File: src/hdl/mpee_pkg.sv
`default_nettype none
// ----------------------------------------------------------------------------
// mpee_pkg
// Shared codes, constants and saturating helpers of the molecule pool step.
// ----------------------------------------------------------------------------
package mpee_pkg;

  localparam logic [1:0] REQ_REACT  = 2'd0;
  localparam logic [1:0] REQ_SUM    = 2'd1;
  localparam logic [1:0] REQ_TICK   = 2'd2;
  localparam logic [1:0] REQ_REINIT = 2'd3;

  localparam logic [1:0] MODE_INTEG  = 2'd0;
  localparam logic [1:0] MODE_COPY   = 2'd1;
  localparam logic [1:0] MODE_SCALED = 2'd2;
  localparam logic [1:0] MODE_HOLD   = 2'd3;

  localparam logic [2:0] CFG_POOL_MODE     = 3'd0;
  localparam logic [2:0] CFG_SUM_CONNECTED = 3'd1;
  localparam logic [2:0] CFG_INITIAL_COUNT = 3'd2;
  localparam logic [2:0] CFG_VOLUME_SCALE  = 3'd3;
  localparam logic [2:0] CFG_STEP_DT       = 3'd4;

  localparam logic [62:0] MASK63    = {63{1'b1}};
  localparam logic [63:0] INT64_MAX = {1'b0, {63{1'b1}}};
  localparam logic [63:0] INT64_MIN = {1'b1, {63{1'b0}}};
  localparam logic [63:0] ONE_62    = 64'd1 << 62;
  localparam logic [4:0]  SERIES_TERMS = 5'd25;

  // a + (neg ? -mag : mag), clamped to the signed 64-bit range.
  function automatic logic [63:0] sat_apply(logic [63:0] a, logic neg, logic [63:0] mag);
    logic signed [65:0] m;
    logic signed [65:0] r;
    m = $signed({2'b00, mag});
    if (neg) m = -m;
    r = $signed({{2{a[63]}}, a}) + m;
    if (r > $signed({2'b00, INT64_MAX})) return INT64_MAX;
    else if (r < $signed({2'b11, INT64_MIN})) return INT64_MIN;
    else return r[63:0];
  endfunction

  // Unsigned 63-bit add that sticks at the top value.
  function automatic logic [62:0] sat_add63(logic [62:0] a, logic [62:0] b);
    logic [63:0] s;
    s = {1'b0, a} + {1'b0, b};
    return s[63] ? MASK63 : s[62:0];
  endfunction

endpackage
`default_nettype wire

File: src/hdl/mpee_mul.sv
`default_nettype none
// ----------------------------------------------------------------------------
// mpee_mul
// 64 x 64 unsigned multiplier built from one 32 x 32 multiplier over four steps.
// ----------------------------------------------------------------------------
module mpee_mul import mpee_pkg::*; (
  input  wire logic         clk,
  input  wire logic         rst_n,
  input  wire logic         start,
  input  wire logic [63:0]  a,
  input  wire logic [63:0]  b,
  output logic              done,
  output logic [127:0]      p
);

  logic [2:0]   step_r;
  logic         busy_r;
  logic         done_r;
  logic [63:0]  pp_r;
  logic [1:0]   sel_r;
  logic [127:0] acc_r;
  logic [31:0]  a_h;
  logic [31:0]  b_h;
  logic [1:0]   pos;

  assign a_h = step_r[1] ? a[63:32] : a[31:0];
  assign b_h = step_r[0] ? b[63:32] : b[31:0];
  assign pos = {1'b0, sel_r[1]} + {1'b0, sel_r[0]};

  always_ff @(posedge clk) begin
    if (!rst_n) begin
      busy_r <= 1'b0;
      done_r <= 1'b0;
      step_r <= 3'd0;
    end else begin
      done_r <= 1'b0;
      if (start) begin
        busy_r <= 1'b1;
        step_r <= 3'd0;
        acc_r  <= '0;
      end else if (busy_r) begin
        if (step_r != 3'd4) begin
          pp_r  <= a_h * b_h;
          sel_r <= step_r[1:0];
        end
        if (step_r != 3'd0) acc_r <= acc_r + ({64'd0, pp_r} << {pos, 5'd0});
        if (step_r == 3'd4) begin
          busy_r <= 1'b0;
          done_r <= 1'b1;
        end
        step_r <= step_r + 3'd1;
      end
    end
  end

  assign done = done_r;
  assign p    = acc_r;

endmodule
`default_nettype wire

File: config.mk
export PLATFORM = sky130hd
export DESIGN_NAME = mpee_mul
export DESIGN_NICKNAME = d
export VERILOG_FILES = /design/src/hdl/mpee_pkg.sv /design/src/hdl/mpee_mul.sv
export SDC_FILE = /design/constraint.sdc
export NUM_CORES = 2
export LEC_CHECK = 0
export BUFFER_PORTS_ARGS = -buffer_cell sky130_fd_sc_hd__buf_4
export CAP_MARGIN = 25
export CORE_MARGIN = 5
export CORE_UTILIZATION = 57
export CTS_BUF_LIST = sky130_fd_sc_hd__clkbuf_4 sky130_fd_sc_hd__clkbuf_8 sky130_fd_sc_hd__clkbuf_16
export DETAILED_ROUTE_END_ITERATION = 10
export GPL_ROUTABILITY_DRIVEN = 1
export PLACE_DENSITY = 0.78
export SYNTH_ARGS = -nofsm -noshare
export SYNTH_HDL_FRONTEND = slang
export SYNTH_SLANG_ARGS = --single-unit
File: constraint.sdc
create_clock -name clk -period 12.95 [get_ports clk]
set_input_delay 2.59 -clock clk [delete_from_list [all_inputs] [get_ports clk]]
set_output_delay 2.59 -clock clk [all_outputs]
set_load 0.02 [all_outputs]
Word-level counts from Yosys, hierarchy flattened:

Cells that the tools add are included.

* register bits: 199
* input bits: 131
* output and inout bits: 129
* word-level logic and storage cells: 31

* add/subtract/negate cells: 3
* $mul: 1
* equal/unequal tests: 2
* shift-type cells: 1
* multiplexer cells: 8
* bitwise logic cells: 3
* reduce and logical (&&, ||, !) cells: 7

Operators by type and width (count)
* $mux W128: 2
* $add A128 B128 Y128: 1
* $shl A64 B7 Y128: 1
* $mul A32 B32 Y64: 1
* $mux W32: 2
* $mux W1: 4
* $reduce_and A4 Y1: 1
* $reduce_bool A2 Y1: 2
* $add A3 B1 Y3 const B: 1
* $eq A3 B3 Y1 const B: 1
* $ne A3 B3 Y1 const B: 1
* $not A1 Y1: 3
* $reduce_and A3 Y1: 1
* $reduce_bool A3 Y1: 1
* $reduce_or A3 Y1: 1
* $add A1 B1 Y2: 1
* $reduce_or A2 Y1: 1

Logic depth before layout (Yosys ltp):

* depth after elaboration: 5
* gate-level depth with buffers: 36
* gate-level depth less buffers: 31

Least setup slack after synthesis:

OpenSTA, ideal clock, no wires.

* path kind: input to register
* start point: input start
* end point: register acc_r[0], in the netlist p[0], enable pin
* library setup time: 0.812 ns
* arrival: 12.210 ns
* data required time: 12.138 ns
* setup slack: -0.072 ns
* cell stages on the path: 3
* path buffers: 1
* cells stage by stage: clkbuf_1 > inv_1 > a21boi_0

* word-level cells in the longest chain between the ends: 2
* elaborated cells between the ends (all ways): 3
* classes of those cells: reduce/logical (3)

RTL lines
* start, declared: line mpee_mul.sv:9 `input wire logic start,`
* $reduce_bool A2 Y1 (no line)
* $reduce_and A3 Y1 (no line) (*)
* end signal, assigned: line mpee_mul.sv:46 `if (step_r != 3'd0) acc_r <= acc_r + ({64'd0, pp_r} << {pos, 5'd0});`
* end, declared: line mpee_mul.sv:21 `logic [127:0] acc_r;`

Mark *: on every way between the ends. The rest lies on a longest branch, timed or not.
A chain may end at the register's enable or synchronous reset.

Worst setup path in the final report:

* start point: input a[46]
* end point: register pp_r[61], data pin

* word-level cells in the longest chain between the ends: 2

RTL lines
* start, declared: line mpee_mul.sv:10 `input wire logic [63:0] a,`
* $mux W32: line mpee_mul.sv:26 `assign a_h = step_r[1] ? a[63:32] : a[31:0];`
* $mul A32 B32 Y64: line mpee_mul.sv:43 `pp_r <= a_h * b_h;`
* end signal, assigned: line mpee_mul.sv:43
* end, declared: line mpee_mul.sv:19 `logic [63:0] pp_r;`

No other way between the ends.

==> impl_metrics.py <==
metrics = {
    "yosys": {
        "synth_cell_types": 88,
        "syn-instance-count": 5695,
        "synth_nets": 7116,
        "ys_top_cells_by_count": "inv_1 (950), fa_1 (897), nor2_1 (888)",
        "yosysMostFrequentCell": "inv_1",
        "synth_top_area_share_pct": 36.1,
        "synth_area_leaders": "fa_1 (36%), edfxtp_1 (12%), ha_1 (9.9%), inv_1 (7.2%), nor2_1 (6.7%)",
        "synth_top_area_cell": "fa_1",
        "ys.warnings.count": 0,
        "synth-edff-count": 194,
        "ys_ff_latch": 199,
        "async_flop_share_pct": 0,
        "ys_seq_area_share_pct": 11.9,
        "syn_area_per_cell_sq_um": 8.73,
        "synth_ff_type": "edfxtp_1",
        "mappedNetlistArea_sq_um": 49700,
    },
    "flow_run": {
        "cap_violations": 0,
    },
    "clocking": {
        "cts_hold_buf": 0,
        "cts_setup_buffers": 0,
        "cts_buffers": 17,
        "cts.sinks": 199,
        "cts_resized": 0,
        "clk_pin_slew_ns": 0.08,
        "root_buffer": "clkbuf_16",
        "cts_htree_levels": 4,
        "clock_latency_ns": 0.48,
        "max-clock-path-buffers": 2,
        "cts_tree": "built",
    },
    "die": {
        "rows": 108,
        "ioPinCount": 260,
        "initial_core_util_pct": 57.4,
        "die_area_sq_um": 93200,
        "die_w_um": 305,
        "fp.coreArea_sq_um": 86600,
        "die_y_um": 305,
    },
    "grt": {
        "grt_first_pass_wirelength_mm": 259,
        "grtUsageMet2_pct": 58.2,
        "grt_max_degree": 90,
        "antenna_found_initial": 4,
        "use_met1_pct": 44.6,
        "grt_pass1_vias": 44000,
        "top_usage_layer": "met2",
        "gr-total-overflow": 0,
        "track_usage_pct": 36.5,
        "use_met3_pct": 8.68,
    },
    "finish": {
        "final_cells": 6933,
        "nets": 7186,
        "fin_util_pct": 61.8,
        "syn2layout_area_growth_pct": 7.67,
        "diodes": 0,
        "fillCellCount": 7472,
        "final_layout_size_suffix_gt1_share_pct": 9.31,
    },
    "sta": {
        "clock.fmax_mhz": 92.0,
        "period_share_pct": 84.0,
        "slew-limit-headroom_pct": 19.9,
        "maxSlewViolCount": 0,
        "skew_ns": 0.0208,
        "tns_ns": 0,
        "setup_viol": 0,
        "tightest_slew_ns": 1.17,
        "hold_viol_final": 0,
        "min_period_ns": 10.88,
        "rsz0062_at_grt": "no",
    },
    "drt": {
        "drc": 0,
        "wirelength_mm": 172,
        "ant_nets": 0,
        "dr.pass1.iters": 6,
        "drt-initial-drc-count": 4195,
        "wl_per_cell_um": 24.8,
        "viasPerCell": 6.07,
        "vias": 42100,
    },
    "critical_path": {
        "crit_top_cell": "fa_1",
        "critPathSlowestCell": "mux2i_2",
        "required_ns": 13.17,
        "crit_arrival_ns": 11.10,
        "max_stage_delay_ns": 0.83,
        "setup.worst_path.start_class": "input pin",
        "worstPathMaxFanout": 13,
        "critical_path_class": "input pin to flop",
        "worstSetupEndpointType": "flop",
    },
    "placed_design": {
        "port_buffers": 259,
        "dp_cells": 6899,
        "routabilityCongestion": 1.07,
        "hpwl_mm": 142,
    },
    "status": {
        "status": "completed",
    },
    "worst_hold_path": {
        "holdCritPathClass": "flop to flop",
    },
}
-- metrics by stage --
step           setup WS [ns]  instance area, sq um  hold slack (ns)
5_1_grt                 1.85                 53500            0.536
4_1_cts                 2.14                 53500            0.508
3_5_place_dp            1.65                 52900            0.497
6_report                2.07                 53500            0.508
3_3_place_gp            1.64                 52800            0.490
2_1_floorplan           2.78                 49700            0.432
-- worst max-delay path, delay by kind of cell --
family,cells,cell delay (ns)
and+or+nand+nor,5,0.95
muxes,1,0.83
adders and majority gates,9,4.41
buffers and inverters,6,0.69
AOI/OAI and AO/OA,7,1.46
xor gates and xnor gates,1,0.14
-- sequential cells by signal (all words and copies together) (netlist names) --
| name | cells |
|---|---|
| p | 128 |
| sel_r | 2 |
| pp_r | 64 |
| step_r | 3 |
| done | 1 |
| busy_r | 1 |
-- cell usage in the layout, fill, tap and decap left out, types with 60 or more instances in the layout --
cell,Yosys,final
nand2_1,610,610
a21oi_1,279,279
a21o_1,128,128
xnor2_1,110,110
ha_1,393,392
mux2_2,60,60
edfxtp_1,194,194
buf_4,2,331
inv_1,950,950
nand4_1,75,75
fa_1,897,897
xor2_1,66,66
o21ai_0,118,118
nor2_1,888,887
-- cell type report --
type | instances | area [sq um] | share of cell area [%]
Tap cell | 1155 | 1450 | 2.70
Sequential cell | 199 | 5930 | 11.1
Clock buffer | 18 | 433 | 0.809
Clock inverter | 14 | 141 | 0.264
Timing Repair Buffer | 338 | 2600 | 4.85
Inverter | 950 | 3570 | 6.66
Multi-Input combinational cell | 4259 | 39400 | 73.6
-- per-layer routing --
layer | vias up | part of all wire [%]
met5 | - | 0.016
met4 | 4 | 8.8
met3 | 665 | 11
met2 | 2509 | 45
met1 | 20700 | 36
li1 | 18200 | -
-- cell families after synthesis --
kind of cell / synth area share [%]
compound gates: 10.4
simple gates: 15.6
fa+ha+maj: 46.0
mux: 3.56
xor+xnor: 3.10
flops: 11.9
buf+inv: 9.41
-- worst paths after layout --
| check | from | cells past startpoint | slack [ns] | endpoint |
|---|---|---|---|---|
| max reg2reg | step_r[1] | 29 | 2.73 | pp_r[61] |
| max | a[46] | 29 | 2.07 | pp_r[61] |
| min reg2reg | step_r[2] | 2 | 0.51 | done |
| min | step_r[2] | 2 | 0.51 | done |
Power is not shown: default switching activity piles up to over one toggle a cycle in this logic, so the estimate is an artifact.
