===== config.mk =====
export PLATFORM = sky130hd
export DESIGN_NAME = mpee_div
export DESIGN_NICKNAME = d
export VERILOG_FILES = /design/src/hdl/mpee_pkg.sv /design/src/hdl/mpee_div.sv
export SDC_FILE = /design/constraint.sdc
export NUM_CORES = 1
export LEC_CHECK = 0
export ABC_AREA = 1
export ABC_CLOCK_PERIOD_IN_PS = 8930
export BUFFER_PORTS_ARGS = -buffer_cell sky130_fd_sc_hd__buf_4
export CAP_MARGIN = 20
export CELL_PAD_IN_SITES_DETAIL_PLACEMENT = 2
export CELL_PAD_IN_SITES_GLOBAL_PLACEMENT = 2
export CORE_MARGIN = 4
export CORE_UTILIZATION = 30
export DETAILED_ROUTE_END_ITERATION = 8
export PLACE_DENSITY = 0.88
export SYNTH_ARGS = -nofsm -noshare
export SYNTH_HDL_FRONTEND = slang
export SYNTH_SLANG_ARGS = --single-unit

===== constraint.sdc =====
create_clock -name clk -period 8.93 [get_ports clk]
set_clock_uncertainty 0.15 [all_clocks]
set_input_delay 0.893 -clock clk [delete_from_list [all_inputs] [get_ports clk]]
set_output_delay 0.893 -clock clk [all_outputs]
set_load 0.005 [all_outputs]

===== src/hdl/mpee_pkg.sv =====
`default_nettype none
// ----------------------------------------------------------------------------
// mpee_pkg
// Shared codes, constants and saturating helpers of the molecule pool step.
// ----------------------------------------------------------------------------
package mpee_pkg;

  localparam logic [1:0] REQ_REACT  = 2'd0;
  localparam logic [1:0] REQ_SUM    = 2'd1;
  localparam logic [1:0] REQ_TICK   = 2'd2;
  localparam logic [1:0] REQ_REINIT = 2'd3;

  localparam logic [1:0] MODE_INTEG  = 2'd0;
  localparam logic [1:0] MODE_COPY   = 2'd1;
  localparam logic [1:0] MODE_SCALED = 2'd2;
  localparam logic [1:0] MODE_HOLD   = 2'd3;

  localparam logic [2:0] CFG_POOL_MODE     = 3'd0;
  localparam logic [2:0] CFG_SUM_CONNECTED = 3'd1;
  localparam logic [2:0] CFG_INITIAL_COUNT = 3'd2;
  localparam logic [2:0] CFG_VOLUME_SCALE  = 3'd3;
  localparam logic [2:0] CFG_STEP_DT       = 3'd4;

  localparam logic [62:0] MASK63    = {63{1'b1}};
  localparam logic [63:0] INT64_MAX = {1'b0, {63{1'b1}}};
  localparam logic [63:0] INT64_MIN = {1'b1, {63{1'b0}}};
  localparam logic [63:0] ONE_62    = 64'd1 << 62;
  localparam logic [4:0]  SERIES_TERMS = 5'd25;

  // a + (neg ? -mag : mag), clamped to the signed 64-bit range.
  function automatic logic [63:0] sat_apply(logic [63:0] a, logic neg, logic [63:0] mag);
    logic signed [65:0] m;
    logic signed [65:0] r;
    m = $signed({2'b00, mag});
    if (neg) m = -m;
    r = $signed({{2{a[63]}}, a}) + m;
    if (r > $signed({2'b00, INT64_MAX})) return INT64_MAX;
    else if (r < $signed({2'b11, INT64_MIN})) return INT64_MIN;
    else return r[63:0];
  endfunction

  // Unsigned 63-bit add that sticks at the top value.
  function automatic logic [62:0] sat_add63(logic [62:0] a, logic [62:0] b);
    logic [63:0] s;
    s = {1'b0, a} + {1'b0, b};
    return s[63] ? MASK63 : s[62:0];
  endfunction

endpackage
`default_nettype wire


===== src/hdl/mpee_div.sv =====
`default_nettype none
// ----------------------------------------------------------------------------
// mpee_div
// 128 / 64 restoring divider, one quotient bit a cycle, saturating quotient.
// ----------------------------------------------------------------------------
module mpee_div import mpee_pkg::*; (
  input  wire logic         clk,
  input  wire logic         rst_n,
  input  wire logic         start,
  input  wire logic [127:0] n,
  input  wire logic [63:0]  d,
  output logic              done,
  output logic [63:0]       q
);

  logic [63:0] r_r;
  logic [63:0] lo_r;
  logic [63:0] q_r;
  logic [63:0] d_r;
  logic [5:0]  cnt_r;
  logic        busy_r;
  logic        done_r;
  logic [64:0] rs;
  logic        ge;
  logic [63:0] rn;

  assign rs = {r_r, lo_r[63]};
  assign ge = rs[64] || (rs[63:0] >= d_r);
  assign rn = ge ? (rs[63:0] - d_r) : rs[63:0];

  always_ff @(posedge clk) begin
    if (!rst_n) begin
      busy_r <= 1'b0;
      done_r <= 1'b0;
      cnt_r  <= 6'd0;
    end else begin
      done_r <= 1'b0;
      if (start) begin
        d_r <= d;
        if (d == 64'd0 || n[127:64] >= d) begin
          // Quotient would not fit: it sticks at all ones.
          q_r    <= '1;
          done_r <= 1'b1;
        end else begin
          r_r    <= n[127:64];
          lo_r   <= n[63:0];
          cnt_r  <= 6'd0;
          busy_r <= 1'b1;
        end
      end else if (busy_r) begin
        r_r   <= rn;
        lo_r  <= {lo_r[62:0], 1'b0};
        q_r   <= {q_r[62:0], ge};
        cnt_r <= cnt_r + 6'd1;
        if (cnt_r == 6'd63) begin
          busy_r <= 1'b0;
          done_r <= 1'b1;
        end
      end
    end
  end

  assign done = done_r;
  assign q    = q_r;

endmodule
`default_nettype wire

## Yosys cells after proc, flatten, opt, wreduce, memory -nomap -nowiden

Index checks and enable logic that the tools add are counted.

- Bits in registers: 264
- Input bits: 195
- Output and inout bits: 65
- Word-level logic and storage cells: 43

- Reduce and logical (&&, ||, !) cells: 8
- Muxes and demuxes: 21
- Equal/unequal tests: 3
- Order comparisons: 2
- Add/subtract/negate cells: 2

Operators with widths:

| cell | count |
|---|---|
| 64-bit two-way mux | 10 |
| 64-bit >= comparator | 2 |
| 64-bit zero test | 1 |
| 64-bit subtractor | 1 |
| 6-bit two-way mux | 3 |
| 1-bit two-way mux | 8 |
| 6-bit by 1-bit adder with 6-bit output (second input constant) | 1 |
| 6-bit equality test (second input constant) | 1 |
| 3-bit AND reduction | 2 |
| 2-bit AND reduction | 2 |
| 1-bit logical OR | 2 |
| 2-bit by 1-bit inequality test with 1-bit output (second input constant) | 1 |
| 2-bit inequality test (second input constant) | 1 |
| 2-bit nonzero test | 1 |

## Longest topological paths before layout

Gate-level depths: netlist of the first run.

- Depth after elaboration: 5
- Mapped depth: 19
- Depth with buffers taken out: 19

## Worst setup path before layout of the first run

No wires, ideal clock.

- Path type: input port to flip-flop
- Start: input d[9]
- End: register lo_r[0] (enable)
- Slack: 0.141 ns
- Path buffers: 0
- Data arrival time: 7.980 ns
- Data required time: 8.122 ns
- Stages on the path: 13
- Setup time: 0.658 ns
- Cells stage by stage: inv_1 -> ha_1 -> nand2_1 -> inv_1 -> nor2_1 -> o21ai_0 -> a21oi_1 -> nand2_1 -> nand2_1 -> nand2_1 -> nand2_1 -> nand2_1 -> a21oi_1

- Word-level cells in the longest chain between the ends: 4
- Elaborated cells between the ends (all ways): 5
- Classes of those cells: order compare: 1; eq/ne: 1; reduce/logical: 3

Ends and longest elaborated chain:

| element | RTL line | RTL |
|---|---|---|
| start, declared | mpee_div.sv:11 | `input wire logic [63:0] d,` |
| 64-bit >= comparator or 64-bit zero test (tied branches) | mpee_div.sv:40 | `if (d == 64'd0 \|\| n[127:64] >= d) begin` |
| 1-bit logical OR * | mpee_div.sv:40 |  |
| 2-bit inequality test (no source line) * | -- |  |
| 3-bit AND reduction (no source line) * | -- |  |
| end signal, assigned | mpee_div.sv:46 | `lo_r <= n[63:0];` |
| end signal, assigned | mpee_div.sv:52 | `lo_r <= {lo_r[62:0], 1'b0};` |
| end, declared | mpee_div.sv:17 | `logic [63:0] lo_r;` |

Mark *: on every way between the ends. The rest lies on a longest branch, timed or not.
A chain may end at the register's enable or synchronous reset.

## Final worst setup path of the first run

- Start: input d[15]
- End: register r_r[22] (enable)

- Word-level cells in the longest chain between the ends: 4
- Elaborated cells between the ends (all ways): 5
- Classes of those cells: order compare: 1; eq/ne: 1; reduce/logical: 3

Ends and longest elaborated chain:

| element | RTL line | RTL |
|---|---|---|
| 64-bit >= comparator or 64-bit zero test (tied branches) | mpee_div.sv:40 |  |
| 1-bit logical OR * | mpee_div.sv:40 |  |
| 2-bit inequality test (no source line) * | -- |  |
| 3-bit AND reduction (no source line) * | -- |  |
| end signal, assigned | mpee_div.sv:45 | `r_r <= n[127:64];` |
| end signal, assigned | mpee_div.sv:51 | `r_r <= rn;` |
| end, declared | mpee_div.sv:16 | `logic [63:0] r_r;` |

Marked as above.

==> results.yml, run 1 <==
floorplan:
  rows: 93
  die_width_um: 265
  die_h_um: 265
  ios: 260
  coreArea_sq_um: 64800
  initial_utilization_pct: 30.5
  design.die.area_sq_um: 70100
timing:
  rsz0062_at_grt: "false"
  setup_viol: 0
  slew_headroom_pct: 26.7
  slew_viol_final: 0
  clock.fmax_mhz: 222
  final.period_utilization_pct: 50.5
  finalSetupTns_ns: 0
  post-route-min-period_ns: 4.51
  hold_violations: 0
  worstMarginPinSlew_ns: 1.10
yosys:
  syn_avg_cell_area_sq_um: 7.14
  yosysTopAreaCell: "edfxtp_1"
  synth_fp_nets: 3094
  synth_top_flop_cell: "edfxtp_1"
  synth_common_cells: "nand2_1, inv_1, edfxtp_1, nand3_1, nor2_1"
  synth_edf_count: 256
  synth_cells: 2769
  synth_top_area_share_pct: 38.9
  yosysMostFrequentCell: "nand2_1"
  synth_area_leaders: "edfxtp_1, nand2_1, inv_1"
  yosysSeqAreaShare_pct: 39.7
  yosys_warnings: 0
  synth-seq-cells: 264
  synth_async_sr_flop_share_pct: 0
  yosysUniqueCellTypes: 38
  synthesis.area_sq_um: 19800
finish:
  drive_gt1_share_pct: 16.0
  multi_input_area_sq_um: 9610
  fillerInstances: 7687
  final_nets: 3344
  final_core_util_pct: 36.8
  diodes: 0
  regArea_sq_um: 7850
  final_cells: 3899
  area_growth_pct: 20.4
clocking:
  cts_htree_levels: 2
  clk-insertion-delay-late_ns: 0.57
  cts-root-buf: "clkbuf_16"
  cts_max_path_buffers: 3
  clkTransAtPathRegs_ns: 0.07
  cts_setup_buffers: 0
  cts.sinks: 264
  cts_tree: "built"
  ctsHoldBuffers: 0
  cts_resized: 0
  cts_made_buffers: 35
worst_setup_path:
  cp_slowest_cell: "buf_4"
  cp.required_ns: 8.96
  crit_family: "simple AND/OR/NAND/NOR gates"
  cp_cell_sequence: "buf_4, inv_1, ha_1, nand2_1, nor2_1, nand2_1, nor2_1, nand2_1, nand3_1, nor2_1, nand2_1, nand2_1, nand2_1, a21oi_4, buf_4"
  critPathKind: "input port to flip-flop"
  cp-start-kind: "input port"
  end_kind: "flip-flop"
  max_stage_delay_ns: 0.89
  cp_common_cell: "nand2_1"
  arrival_ns: 4.53
  crit_path_max_fanout: 78
  path_depth: 15
  reg2regPathDepth: 17
  crit_buf_inv: 3
detailed_routing:
  dr.pass1.iters: 5
  drc: 0
  wire_per_inst_um: 20.0
  wirelength_mm: 78.2
  vias: 18700
  via_per_inst: 4.81
  drt_iter0_drc: 896
  ant_nets: 0
pwr:
  total_power_mw: 4.08
  powerDensity_nw_per_um2: 171
  p_leak_nw: 12.2
  ir_worst_vdd_uv: 140
run_status:
  outcome: "finished clean"
hold_path:
  min_path_type: "input port to flip-flop"
  whs_path_depth: 1
placed_design:
  dpl.cell_count: 3836
  place_hpwl_mm: 60.7
  gp_congestion: 0.927
  port_buffers: 259
global_routing:
  grt_pass1_wl_mm: 121
  grt_pass1_vias: 20900
  grt_max_degree: 101
  grt.total_usage_pct: 21.8
  grt-ovfl-total: 0
  antenna_found_initial: 1
job:
  maxCapViolations: 0
## power breakdown
part,internal (mW),switching [mW],total (mW)
combinational,0.362,0.714,1.08
clock,0.876,0.628,1.50
sequential,1.46,0.0353,1.50
total,2.70,1.38,4.08
## per-stage QoR
stage | area (sq um) | setup WS, ns | hold slack [ns]
6_report | 23800 | 4.42 | 0.354
5_1_grt | 23800 | 4.22 | 0.334
4_1_cts | 23800 | 4.53 | 0.325
3_5_place_dp | 22600 | 3.98 | 0.329
3_3_place_gp | 22600 | 4.09 | 0.320
2_1_floorplan | 19800 | 0.141 | 0.293
## cell usage in the layout, fill, tap and decap left out, drive strengths merged
| cell | n |
|---|---|
| clkbuf | 39 |
| o21a | 4 |
| a211oi | 1 |
| nand3 | 205 |
| nand3b | 17 |
| nor2 | 159 |
| and3 | 4 |
| nor3 | 11 |
| nor3b | 2 |
| bufinv | 5 |
| clkinv | 15 |
| o21bai | 1 |
| nor4 | 13 |
| or2 | 64 |
| xor2 | 3 |
| nand2 | 1139 |
| fa | 1 |
| nand4 | 19 |
| and2 | 4 |
| edfxtp | 256 |
| xnor2 | 29 |
| inv | 543 |
| buf | 270 |
| dfxtp | 8 |
| ha | 129 |
| o21ai | 14 |
| clkinvlp | 5 |
| a21oi | 84 |
## cells by family (layout without fill, tap and decap cells)
| logic type | Yosys count | count (layout) | synth area share, % |
|---|---|---|---|
| DFF | 264 | 264 | 39.7 |
| and+or+nand+nor | 1637 | 1637 | 36.0 |
| xor gates and xnor gates | 32 | 32 | 1.42 |
| AOI/OAI and AO/OA | 104 | 104 | 2.73 |
| buffers and inverters | 602 | 877 | 11.9 |
| adders and majority gates | 130 | 130 | 8.26 |
## worst paths after layout
check / slack, ns / startpoint / end
min: 0.35 / d[57] / d_r[57]
max: 4.42 / d[15] / r_r[22]
min reg2reg: 0.36 / cnt_r[3] / cnt_r[3]
max reg2reg: 5.41 / d_r[0] / r_r[32]
## routing by layer
metal	global-route usage [%]	wire length (um)	up-vias
li1	-	-	9068
met1	26.6	33200	9243
met2	40.3	39700	349
met3	3.65	3630	83
met4	4.78	1630	0
met5	0	0	-
## flip-flops by register name (all words and copies together) (netlist names)
register	count
d_r	64
lo_r	64
q	64
r_r	64
cnt_r	6
busy_r	1
done	1
## cell type report
class                           instances  area share, %
Clock inverter                         23           1.27
Inverter                              545           8.60
Timing Repair Buffer                  270           8.63
Multi-Input combinational cell       1903           40.3
Tap cell                              855           4.49
Clock buffer                           39           3.74
Sequential cell                       264           32.9
Note: power is estimated with default switching activity, not from simulation.
==> run 2: changes to the inputs <==
- ABC_CLOCK_PERIOD_IN_PS: 8930 -> 3920
- clock period: 8.93 -> 3.92 ns (I/O delays scaled with it)
==> results.yml, run 2 (synthesis gave the netlist of run 1 again) <==
run_status:
  outcome: "finished, violations left"
  violations: "negative hold slack"
finish:
  final_core_util_pct: 40.3
  final_cells: 4093
  fillerInstances: 7404
  layout_commonest_cell: "nand2_1"
  final_nets: 3532
  final_cell_mix: "nand2_1, inv_1, buf_4"
  area_growth_pct: 32.1
  regArea_sq_um: 7850
  drive_gt1_share_pct: 16.9
  multi_input_area_sq_um: 10000
clocking:
  cts_htree_levels: 2
  clkTransAtPathRegs_ns: 0.07
  cts-root-buf: "clkbuf_16"
  cts_made_buffers: 36
  clk-insertion-delay-late_ns: 0.60
  cts_tree: "built"
  cts.sinks: 264
  cts_max_path_buffers: 3
pwr:
  total_power_mw: 9.50
  p_leak_nw: 12.9
  powerDensity_nw_per_um2: 364
  ir_worst_vdd_uv: 404
  p_switching_mw: 3.46
  intPower_mw: 6.04
  p_clk_share_pct: 34.4
  seqPwrFrac_pct: 36.1
  combPwrFrac_pct: 29.5
  swShare_pct: 36.4
global_routing:
  grt-ovfl-total: 0
  antenna_found_initial: 5
  grt.total_usage_pct: 26.1
  grt_pass1_wl_mm: 141
  grt_pass1_vias: 23000
  grt_max_degree: 195
job:
  maxCapViolations: 0
worst_setup_path:
  critPathKind: "input port to flip-flop"
  cp_slowest_cell: "dlygate4sd3_1"
  end_kind: "flip-flop"
  cp-start-kind: "input port"
  crit_path_max_fanout: 64
  arrival_ns: 3.85
  max_stage_delay_ns: 0.57
  cp_cell_sequence: "dlygate4sd3_1, buf_4, inv_2, ha_4, nand2_1, nor2_1, nand2_1, nor2_1, nand2_1, nand3_1, nor2_1, nand2_1, nand2_1, nand2_2, inv_1, nor2_4, buf_12"
  reg2regPathDepth: 14
  cp_common_cell: "nand2_1"
  cp.required_ns: 4.03
floorplan:
  die_h_um: 265
  design.die.area_sq_um: 70100
  coreArea_sq_um: 64800
  initial_utilization_pct: 30.5
  die_width_um: 265
  ios: 260
  rows: 93
timing:
  clock.fmax_mhz: 268
  final.setup.worst_slack_ns: 0.187
  post-route-min-period_ns: 3.73
  final.period_utilization_pct: 95.2
  hold_violations: 1
  worstMarginPinSlew_ns: 0.910
  setup_viol: 0
  rsz0062_at_grt: "false"
  hold_slack_ns: -0.00312
  slew_headroom_pct: 39.3
  slew_viol_final: 0
  finalSetupTns_ns: 0
detailed_routing:
  wirelength_mm: 93.4
  ant_nets: 0
  wire_per_inst_um: 22.8
  dr.pass1.iters: 5
  drc: 0
  vias: 20000
  via_per_inst: 4.89
  drt_iter0_drc: 1072
placed_design:
  place_hpwl_mm: 64.5
  port_buffers: 259
  pre_cts_ws_ns: 0.189
  dpl.cell_count: 3840
  gp_congestion: 0.903
hold_path:
  min_path_type: "input port to flip-flop"
  whs_path_depth: 3
[run 2: path summary, 6_finish.rpt]
path              slack (ns)      from  endpoint
setup / recovery        0.19      d[3]     q[45]
hold / removal        -0.003     n[50]  lo_r[50]
setup reg to reg        0.66   r_r[37]   r_r[60]
hold reg to reg         0.38  lo_r[40]  lo_r[41]
[run 2: layer usage]
layer	track usage (%)	share of wire [%]	vias to the layer above
li1	-	-	9450
met1	29.9	40	9961
met2	49.6	53	434
met3	3.65	3.6	152
met4	8.75	3.6	2
met5	0	0.014	-
[run 2: repair_timing]
item,4_1_cts,5_1_grt
buffers inserted,0,0
hold buffers,182,1
hold endpoints to repair,183,1
gates resized for setup,0,3
setup endpoints to repair,0,64
[run 2: cell type report]
class	count	area share, %
Multi-Input combinational cell	1903	38.3
Inverter	545	7.96
Clock inverter	22	0.622
Timing Repair Buffer	457	15.4
Antenna cell	5	0.0479
Tap cell	855	4.09
Clock buffer	42	3.53
Sequential cell	264	30.0
[run 2: power groups by stage]
stage          registers [mW]  clock network [mW]  logic [mW]
2_1_floorplan            3.45                   0        1.56
3_3_place_gp             3.45                   0        2.42
3_5_place_dp             3.47                   0        2.58
4_1_cts                  3.41                3.23        2.75
5_1_grt                  3.44                3.43        3.10
6_report                 3.43                3.27        2.80
[run 2: metrics by stage]
stage / hold slack, ns / area (sq um)
final: -0.00312 / 26100
after global placement: 0.310 / 23200
after detailed placement: 0.344 / 23200
after CTS: 0.000803 / 26100
after floorplan: 0.293 / 20200
after global routing: 0.0104 / 26100
[run 2: worst max-delay path, delay by kind of cell]
family	cells	cell delay, ns
AND/OR/NAND/NOR	11	1.89
buffers and inverters	5	1.26
adder cells (fa/ha/maj)	1	0.25
==> run 3: changes to the inputs <==
- REMOVE_ABC_BUFFERS: unset -> 1
==> results.yml, run 3 (synthesis gave the netlist of run 1 again) <==
timing:
  worstMarginPinSlew_ns: 0.839
  final.period_utilization_pct: 86.9
  setup_viol: 0
  slew_viol_final: 0
  slew_headroom_pct: 44.1
  rsz0062_at_grt: "false"
  post-route-min-period_ns: 3.41
  clock.fmax_mhz: 294
  hold_violations: 0
finish:
  layout_commonest_cell: "nand2_1"
  area_growth_pct: 29.7
  final_cell_mix: "nand2_1, inv_1, buf_4"
  drive_gt1_share_pct: 15.0
  final_nets: 3525
  finish.instance_area_sq_um: 25700
floorplan:
  die_width_um: 265
  coreArea_sq_um: 64800
  design.die.area_sq_um: 70100
  rows: 93
  initial_utilization_pct: 30.5
  die_h_um: 265
  ios: 260
clocking:
  ctsHoldBuffers: 175
  cts_htree_levels: 2
  cts_tree: "built"
  clk-insertion-delay-late_ns: 0.55
  cts_resized: 0
  cts_max_path_buffers: 3
  cts.sinks: 264
  cts_setup_buffers: 0
  cts_made_buffers: 34
  cts-root-buf: "clkbuf_16"
  clkTransAtPathRegs_ns: 0.06
global_routing:
  grt_pass1_vias: 21800
  antenna_found_initial: 3
  grt.total_usage_pct: 23.2
  grt-ovfl-total: 0
  grt_max_degree: 195
  grt_pass1_wl_mm: 128
worst_setup_path:
  cp-start-kind: "input port"
  end_kind: "flip-flop"
  critPathKind: "input port to flip-flop"
  crit_path_max_fanout: 58
  arrival_ns: 3.47
  cp.required_ns: 3.98
detailed_routing:
  via_per_inst: 4.76
  drc: 0
  wirelength_mm: 82.9
  vias: 19400
  dr.pass1.iters: 5
  wire_per_inst_um: 20.3
  ant_nets: 0
  drt_iter0_drc: 879
pwr:
  ir_worst_vdd_uv: 266
  p_leak_nw: 13.0
  total_power_mw: 9.38
  powerDensity_nw_per_um2: 365
hold_path:
  min_path_type: "input port to flip-flop"
placed_design:
  gp_congestion: 0.925
  place_hpwl_mm: 60.5
  dpl_cell_area_sq_um: 22800
  port_buffers: 259
job:
  maxCapViolations: 0
run_status:
  outcome: "finished clean"
[run 3: changes by cell type in the layout (fill, tap and decap cells not counted), sizes merged]
cell,delta
clkinv,-11
clkbuf,+3
buf,+3
diode,-4
dlygate4sd3,-8
clkinvlp,-2
inv,+3
bufinv,+4
[run 3: path summary, 6_finish.rpt]
kind            from  endpoint  slack (ns)  cells after the start
max            d[31]     q[40]        0.51                     17
min           n[101]   r_r[37]        0.03                      3
max reg2reg  r_r[41]   r_r[23]        0.66                     14
min reg2reg   busy_r    busy_r        0.34                      2
[run 3: critical path, cell delays in order]
cell           delay (ns)
dlygate4sd3_1        0.56
buf_4                0.14
inv_1                0.06
ha_1                 0.31
nand2_1              0.09
nor2_1               0.38
nand3_1              0.13
nor2_1               0.21
nand2_1              0.10
nand3_1              0.08
nor2_1               0.06
nand2_1              0.14
nand2_1              0.07
nand2_1              0.17
inv_1                0.12
nor2_4               0.13
buf_12               0.30
[run 3: metal layers]
| layer | track usage, % | share of wire, % | vias to the layer above |
|---|---|---|---|
| met1 | 28.2 | 43 | 9598 |
| met3 | 3.42 | 3.8 | 95 |
| met5 | 0 | 0.013 | - |
| li1 | - | - | 9432 |
| met2 | 43.0 | 51 | 304 |
| met4 | 5.73 | 2.5 | 2 |
[run 3: layout make-up]
type	count	area [sq um]
Timing Repair Buffer	452	3960
Sequential cell	264	7850
Inverter	545	2050
Clock buffer	45	933
Fill cell	7584	39200
Antenna cell	1	2.50
Tap cell	855	1070
Multi-Input combinational cell	1903	9610
Clock inverter	16	193
[run 3: stage by stage]
stage | utilization, % | setup WS [ns] | instances | TNS, ns | hold WS, ns
after CTS | 39.6 | 0.550 | 4080 | 0 | 0.00274
final | 39.6 | 0.515 | 4081 | 0 | 0.0278
after global placement | 35.1 | 0.633 | 3844 | 0 | 0.307
after global routing | 39.6 | 0.236 | 4081 | 0 | 0.0147
after floorplan | - | -5.27 | 2712 | -883.48 | 0.293
after detailed placement | 35.1 | 0.567 | 3844 | 0 | 0.325
[run 3: power breakdown]
part / switching, mW / internal (mW)
Combinational: 1.72 / 0.963
Sequential: 0.0814 / 3.33
Clock: 1.34 / 1.95
